===== src/rtl/core/stk_pkg.sv =====
package stk_pkg;

  localparam int STACK_DEPTH = 256;
  localparam int ENTRY_WIDTH = 32;

  localparam int ADDR_W = (STACK_DEPTH > 1) ? $clog2(STACK_DEPTH) : 1;
  localparam int CNT_W  = $clog2(STACK_DEPTH + 1);
  localparam int CFG_W  = 9;
  // common width for comparing the fill count with the capacity
  localparam int CAP_W  = (CNT_W > CFG_W) ? CNT_W : CFG_W;

  localparam logic [CFG_W-1:0] CAP_RESET = CFG_W'(256);

  typedef enum logic [1:0] {
    MODE_PUSH        = 2'd0,
    MODE_POP         = 2'd1,
    MODE_FIND        = 2'd2,
    MODE_PUSH_UNIQUE = 2'd3
  } mode_t;

  typedef enum logic [1:0] {
    STAT_OK  = 2'd0,
    STAT_OVF = 2'd1,
    STAT_UNF = 2'd2,
    STAT_DUP = 2'd3
  } status_t;

  typedef struct packed {
    logic                   we;
    logic [ADDR_W-1:0]      waddr;
    logic [ENTRY_WIDTH-1:0] wdata;
    logic                   re;
    logic [ADDR_W-1:0]      raddr;
  } ram_req_t;

endpackage


===== src/rtl/core/stk_ctrl.sv =====
module stk_ctrl (
  input  logic                              clk,
  input  logic                              rst_n,
  input  logic [stk_pkg::CAP_W-1:0]         cap_eff,
  input  logic                              in_valid,
  output logic                              in_ready,
  input  logic [1:0]                        in_mode,
  input  logic signed [31:0]                in_entry_value,
  output logic                              out_valid,
  input  logic                              out_ready,
  output logic signed [31:0]                out_result_value,
  output logic                              out_found,
  output logic [7:0]                        out_found_index,
  output logic [1:0]                        out_status,
  output logic [8:0]                        out_fill_level,
  output stk_pkg::ram_req_t                 ram_req,
  input  logic [stk_pkg::ENTRY_WIDTH-1:0]   ram_rdata
);

  localparam int AW = stk_pkg::ADDR_W;
  localparam int CW = stk_pkg::CNT_W;
  localparam int EW = stk_pkg::ENTRY_WIDTH;

  typedef enum logic [4:0] {
    ST_IDLE = 5'b00001,
    ST_POP  = 5'b00010,
    ST_SCAN = 5'b00100,
    ST_FIN  = 5'b01000,
    ST_RESP = 5'b10000
  } state_t;

  state_t                state_r, state_nxt;
  stk_pkg::mode_t        mode_r, mode_nxt;
  logic [EW-1:0]         val_r, val_nxt;
  logic [CW-1:0]         fill_r, fill_nxt;
  logic [CW-1:0]         scan_addr_r, scan_addr_nxt;
  logic                  rd_vld_r, rd_vld_nxt;
  logic [AW-1:0]         rd_idx_r, rd_idx_nxt;
  logic                  hit_r, hit_nxt;
  logic [AW-1:0]         hit_idx_r, hit_idx_nxt;
  logic [EW-1:0]         res_val_r, res_val_nxt;
  stk_pkg::status_t      res_stat_r, res_stat_nxt;

  logic                  out_valid_r, out_valid_nxt;
  logic [31:0]           out_result_r, out_result_nxt;
  logic                  out_found_r, out_found_nxt;
  logic [7:0]            out_idx_r, out_idx_nxt;
  logic [1:0]            out_status_r, out_status_nxt;
  logic [8:0]            out_fill_r, out_fill_nxt;

  logic [63:0]           in_wide;
  logic [AW+7:0]         idx_ext;
  logic [CW+8:0]         fill_ext;
  logic [EW+31:0]        res_ext;
  logic                  full;
  logic                  load_out;

  // sign-extend the 32-bit word, then keep the stored entry width
  assign in_wide  = {{32{in_entry_value[31]}}, in_entry_value};
  assign idx_ext  = {8'b0, hit_idx_r};
  assign fill_ext = {9'b0, fill_r};
  assign res_ext  = {32'b0, res_val_r};
  assign full     = stk_pkg::CAP_W'(fill_r) >= cap_eff;
  assign in_ready = (state_r == ST_IDLE);
  assign load_out = (state_r == ST_RESP) && (!out_valid_r || out_ready);

  always_comb begin
    state_nxt     = state_r;
    mode_nxt      = mode_r;
    val_nxt       = val_r;
    fill_nxt      = fill_r;
    scan_addr_nxt = scan_addr_r;
    rd_vld_nxt    = 1'b0;
    rd_idx_nxt    = rd_idx_r;
    hit_nxt       = hit_r;
    hit_idx_nxt   = hit_idx_r;
    res_val_nxt   = res_val_r;
    res_stat_nxt  = res_stat_r;
    ram_req       = '0;
    ram_req.wdata = val_r;

    case (state_r)
      ST_IDLE: begin
        if (in_valid) begin
          mode_nxt     = stk_pkg::mode_t'(in_mode);
          val_nxt      = in_wide[EW-1:0];
          hit_nxt      = 1'b0;
          hit_idx_nxt  = '0;
          res_val_nxt  = '0;
          res_stat_nxt = stk_pkg::STAT_OK;
          case (stk_pkg::mode_t'(in_mode))
            stk_pkg::MODE_PUSH: begin
              if (full) begin
                res_stat_nxt = stk_pkg::STAT_OVF;
              end else begin
                ram_req.we    = 1'b1;
                ram_req.waddr = fill_r[AW-1:0];
                ram_req.wdata = in_wide[EW-1:0];
                fill_nxt      = fill_r + CW'(1);
              end
              state_nxt = ST_RESP;
            end
            stk_pkg::MODE_POP: begin
              if (fill_r == '0) begin
                res_stat_nxt = stk_pkg::STAT_UNF;
                state_nxt    = ST_RESP;
              end else begin
                ram_req.re    = 1'b1;
                ram_req.raddr = AW'(fill_r - CW'(1));
                state_nxt     = ST_POP;
              end
            end
            default: begin
              scan_addr_nxt = '0;
              state_nxt     = (fill_r == '0) ? ST_FIN : ST_SCAN;
            end
          endcase
        end
      end
      ST_POP: begin
        res_val_nxt = ram_rdata;
        fill_nxt    = fill_r - CW'(1);
        state_nxt   = ST_RESP;
      end
      ST_SCAN: begin
        // reads run one entry ahead of the compare
        if (scan_addr_r < fill_r) begin
          ram_req.re    = 1'b1;
          ram_req.raddr = scan_addr_r[AW-1:0];
          rd_vld_nxt    = 1'b1;
          rd_idx_nxt    = scan_addr_r[AW-1:0];
          scan_addr_nxt = scan_addr_r + CW'(1);
        end
        if (rd_vld_r && ram_rdata == val_r) begin
          hit_nxt     = 1'b1;
          hit_idx_nxt = rd_idx_r;
          state_nxt   = ST_FIN;
        end else if (rd_vld_r && CW'(rd_idx_r) == fill_r - CW'(1)) begin
          state_nxt = ST_FIN;
        end
      end
      ST_FIN: begin
        if (mode_r == stk_pkg::MODE_PUSH_UNIQUE) begin
          if (hit_r) begin
            res_stat_nxt = stk_pkg::STAT_DUP;
          end else if (full) begin
            res_stat_nxt = stk_pkg::STAT_OVF;
          end else begin
            ram_req.we    = 1'b1;
            ram_req.waddr = fill_r[AW-1:0];
            fill_nxt      = fill_r + CW'(1);
          end
        end
        state_nxt = ST_RESP;
      end
      ST_RESP: begin
        if (load_out) begin
          state_nxt = ST_IDLE;
        end
      end
      default: begin
        state_nxt = ST_IDLE;
      end
    endcase
  end

  always_comb begin
    out_valid_nxt  = out_valid_r && !out_ready;
    out_result_nxt = out_result_r;
    out_found_nxt  = out_found_r;
    out_idx_nxt    = out_idx_r;
    out_status_nxt = out_status_r;
    out_fill_nxt   = out_fill_r;
    if (load_out) begin
      out_valid_nxt  = 1'b1;
      out_result_nxt = res_ext[31:0];
      out_found_nxt  = hit_r;
      out_idx_nxt    = idx_ext[7:0];
      out_status_nxt = res_stat_r;
      out_fill_nxt   = fill_ext[8:0];
    end
  end

  always_ff @(posedge clk) begin
    if (!rst_n) begin
      state_r     <= ST_IDLE;
      fill_r      <= '0;
      rd_vld_r    <= 1'b0;
      out_valid_r <= 1'b0;
    end else begin
      state_r     <= state_nxt;
      fill_r      <= fill_nxt;
      rd_vld_r    <= rd_vld_nxt;
      out_valid_r <= out_valid_nxt;
    end
  end

  always_ff @(posedge clk) begin
    mode_r       <= mode_nxt;
    val_r        <= val_nxt;
    scan_addr_r  <= scan_addr_nxt;
    rd_idx_r     <= rd_idx_nxt;
    hit_r        <= hit_nxt;
    hit_idx_r    <= hit_idx_nxt;
    res_val_r    <= res_val_nxt;
    res_stat_r   <= res_stat_nxt;
    out_result_r <= out_result_nxt;
    out_found_r  <= out_found_nxt;
    out_idx_r    <= out_idx_nxt;
    out_status_r <= out_status_nxt;
    out_fill_r   <= out_fill_nxt;
  end

  assign out_valid        = out_valid_r;
  assign out_result_value = out_result_r;
  assign out_found        = out_found_r;
  assign out_found_index  = out_idx_r;
  assign out_status       = out_status_r;
  assign out_fill_level   = out_fill_r;

  a_fill_bound: assert property (@(posedge clk) disable iff (!rst_n)
    fill_r <= CW'(stk_pkg::STACK_DEPTH))
    else $error("fill count above stack depth");

  a_accept_leaves_idle: assert property (@(posedge clk) disable iff (!rst_n)
    (in_valid && in_ready) |=> (state_r != ST_IDLE))
    else $error("accepted word did not start an operation");

  a_write_in_range: assert property (@(posedge clk) disable iff (!rst_n)
    ram_req.we |-> (stk_pkg::CAP_W'(fill_r) < cap_eff))
    else $error("write past capacity");

  a_scan_nonempty: assert property (@(posedge clk) disable iff (!rst_n)
    (state_r == ST_SCAN) |-> (fill_r != '0))
    else $error("scan on empty stack");

  a_fill_step: assert property (@(posedge clk) disable iff (!rst_n)
    (state_r == ST_RESP || state_r == ST_SCAN) |=> $stable(fill_r))
    else $error("fill count changed outside an update state");

endmodule


===== config.mk =====
export PLATFORM = sky130hd
export DESIGN_NAME = stk_ctrl
export DESIGN_NICKNAME = d
export VERILOG_FILES = /design/src/rtl/core/stk_pkg.sv /design/src/rtl/core/stk_ctrl.sv
export SDC_FILE = /design/constraint.sdc
export NUM_CORES = 1
export LEC_CHECK = 0
export ABC_AREA = 0
export BUFFER_PORTS_ARGS = -buffer_cell sky130_fd_sc_hd__buf_2
export CORE_MARGIN = 2
export CORE_UTILIZATION = 25
export DETAILED_ROUTE_END_ITERATION = 8
export PLACE_DENSITY_LB_ADDON = 0.2
export SYNTH_ARGS = -nofsm -noshare
export SYNTH_HDL_FRONTEND = slang
export SYNTH_SLANG_ARGS = --single-unit

===== constraint.sdc =====
create_clock -name clk -period 3.9 [get_ports clk]
set_input_delay 0.78 -clock clk [delete_from_list [all_inputs] [get_ports clk]]
set_output_delay 0.78 -clock clk [all_outputs]
set_load 0.02 [all_outputs]

==> results.yml <==
power:
  net-switching-power_mw: 1.80
  ir_drop_mv: 0.291
  power.total_mw: 5.65
  p_leak_nw: 3.77
  p_clk_frac: 0.317
  powerDensity_mw_per_mm2: 592
  seq_power_share: 0.426
  intPower_mw: 3.85
  switching_share: 0.318
  combPwrFrac: 0.257
setup_path:
  cp-endpoint: "ram_req[31]"
  cpLargestDelayFamily: "compound AO/OA/AOI/OAI gates"
  reg2reg_depth: 8
  cp-end-kind: "output pin"
  crit_fanout: 24
  crit-reg2reg-launch: "fill_r[6]"
  cp.depth: 11
  cp_num_buf_inv: 4
  critPathKind: "primary input to output pin"
  cp_data_required_time_ns: 3.12
  max_stage_delay_ns: 0.36
  regToRegEndpoint: "scan_addr_r[7]"
  ff2ff_setup_slack_ns: 1.27
  crit_arrival_ns: 2.93
  start_kind: "primary input"
  crit_slowest_cell: "mux2_2"
  worst_setup_path_startpoint: "cap_eff[6]"
  crit_chain: "buf_2 -> inv_1 -> ha_1 -> a21o_1 -> a21o_1 -> a21o_1 -> a21oi_1 -> and3_2 -> buf_12 -> mux2_2 -> buf_2"
  crit_top_cell: "a21o_1"
logic_synthesis:
  avgSynthCellArea_um2: 13.4
  yosysTopAreaCell: "edfxtp_1"
  synthMostInstantiatedCell: "edfxtp_1"
  ys_warn_count: 0
  synth_enable_flop_cells: 146
  synth_area_mm2: 0.00741
  synth_ff_type: "edfxtp_1"
  yosys.area.top_type_share: 0.592
  seq_area_frac_synth: 0.635
  synth_area_leaders: "edfxtp_1 (59%), xnor2_1 (5.9%), mux2_2 (4.9%), dfxtp_1 (4.3%), and2_1 (3.5%)"
  synth_common_cells: "edfxtp_1 (146), xnor2_1 (50), and2_1 (42)"
  syn_nets: 652
  netlist_instances: 553
  ys_ff_latch: 162
  async_flop_share: 0
  ys_types: 58
routing:
  drt-vias-per-instance: 4.24
  detail_route.wl_per_cell_um: 17.1
  vias: 4923
  drc: 0
  ant_nets: 0
  drt_iter0_markers: 230
  drt-total-wl_um: 19900
  drt_pass1_iterations: 4
cells_and_area:
  drive_above_1_share: 0.365
  final_util: 0.324
  final_nets: 855
  syn_to_final_growth_pct: 28.7
clock_tree:
  clockBufferDepth: 2
  cts_hold_buf: 0
  clock_latency_ns: 0.43
  cts_setup_buffers: 0
  htreeDepth: 4
  clock_sinks: 162
  cts_resized: 0
  clk_pin_slew_worst_paths_ns: 0.06
  cts_root_buf: "clkbuf_16"
  cts_buffers: 17
  tritoncts: "yes"
timing:
  tightest_slew_ns: 0.832
  fin_crit_ns: 3.71
  hold_viol: 0
  relSlewSlack: 0.443
  fmax_mhz: 269
  timing.final.crit_share: 0.953
  finClkSkew_ns: 0.00974
  drv_slew: 0
  rsz0062_at_grt: "no"
  setup_viol_count_final: 0
  fin_hold_ws_ns: 0.416
  fin_tns_setup_ns: 0
placement:
  portBuffers: 182
  gp_congestion: 0.779
  dp_hpwl_um: 14700
grt:
  grt_pass1_wl_um: 30000
  grtUsageTotal: 0.130
  grt_max_degree: 36
  antenna_found_initial: 3
  grt_pass1_vias: 4985
  grt_overflow: 0
floorplanning:
  die_h_um: 176
  die_x_um: 176
  design.core.area_mm2: 0.0294
  initial_utilization: 0.252
  io_pins: 183
  die-area_mm2: 0.0310
  rows: 63
job:
  drv_cap: 0
status:
  status: "completed"
min_path:
  hold_class: "flop to flop"
[final cells by class]
| class | count | area [um2] |
|---|---|---|
| Timing Repair Buffer | 204 | 1090 |
| Multi-Input combinational cell | 345 | 2530 |
| Sequential cell | 162 | 4710 |
| Clock inverter | 15 | 198 |
| Tap cell | 390 | 488 |
| Clock buffer | 17 | 425 |
| Fill cell | 3009 | 19900 |
| Antenna cell | 1 | 2.50 |
| Inverter | 26 | 97.6 |
[per-stage QoR]
stage / worst slack (ns) / instances / cell area, um2
after detailed placement: 0.185 / 1127 / 8910
after floorplan: 0.170 / 553 / 7410
after global placement: 0.224 / 1127 / 8910
after CTS: 0.179 / 1159 / 9530
after global routing: 0.0310 / 1159 / 9530
final: 0.185 / 1160 / 9530
[logic make-up after synthesis]
| kind of cell | count (synthesis) | synth area share |
|---|---|---|
| mux | 35 | 0.0527 |
| compound gates | 59 | 0.0542 |
| flops | 162 | 0.635 |
| buf+inv | 46 | 0.0250 |
| simple gates | 175 | 0.133 |
| fa+ha+maj | 20 | 0.0338 |
| xor+xnor | 56 | 0.0662 |
[layout by cell type (no fill, tap or decap), types with 2 or more instances in the layout]
cell type | Yosys | routed
edfxtp_1 | 146 | 146
clkinv_4 | 0 | 3
clkbuf_16 | 0 | 17
o21ai_0 | 13 | 13
nand3b_1 | 4 | 4
a31oi_1 | 5 | 5
nand3_1 | 10 | 10
buf_4 | 0 | 21
nor3b_2 | 2 | 2
dfxtp_1 | 16 | 15
buf_2 | 4 | 182
nand2_1 | 25 | 24
o2111ai_1 | 2 | 2
or4_1 | 2 | 2
and3_1 | 16 | 15
inv_6 | 0 | 5
mux2i_1 | 3 | 3
and3_2 | 1 | 2
mux2_2 | 32 | 32
nor3_1 | 6 | 6
nor4_1 | 3 | 3
inv_1 | 24 | 23
a21o_1 | 6 | 6
xnor2_1 | 50 | 50
clkinv_2 | 0 | 2
nand4_1 | 15 | 15
xor2_1 | 6 | 6
a21oi_1 | 11 | 11
bufinv_16 | 0 | 3
a22oi_1 | 3 | 3
nand2b_1 | 3 | 3
and2_1 | 42 | 42
clkinv_1 | 2 | 3
o211ai_1 | 4 | 4
ha_1 | 20 | 20
nor2_1 | 34 | 34
[registers in the layout, indices dropped and copies added, names as in the netlist, 2 cells and up]
register          count
out_result_value     32
res_val_r            32
val_r                32
fill_r                9
out_fill_level        9
scan_addr_r           9
hit_idx_r             8
out_found_index       8
rd_idx_r              8
state_r               5
mode_r                2
out_status            2
res_stat_r            2
[power groups by stage]
stage	clock (mW)	combinational [mW]	sequential, mW
after floorplan	0	0.912	2.45
after global placement	0	1.47	2.44
after detailed placement	0	1.48	2.44
after CTS	1.84	1.49	2.41
after global routing	1.91	1.61	2.43
final	1.79	1.45	2.40
[metal layers]
metal	global-route usage	vias to the layer above	wire, um
met5	0	-	25
met4	0.0410	4	235
met3	0.0366	17	1290
met2	0.211	152	9290
met1	0.168	2320	9020
li1	-	2430	-
[how the worst min path moves through the flow]
| stage | from | endpoint | cells past startpoint |
|---|---|---|---|
| global placement | res_val_r[13] | out_result_value[13] | 0 |
| CTS | res_val_r[18] | out_result_value[18] | 0 |
| floorplan | hit_idx_r[0] | out_found_index[0] | 0 |
| finish | res_val_r[27] | out_result_value[27] | 0 |
| global route | res_val_r[18] | out_result_value[18] | 0 |
| detailed placement | res_val_r[10] | out_result_value[10] | 0 |
No activity file was read; power rests on OpenSTA's default activity.
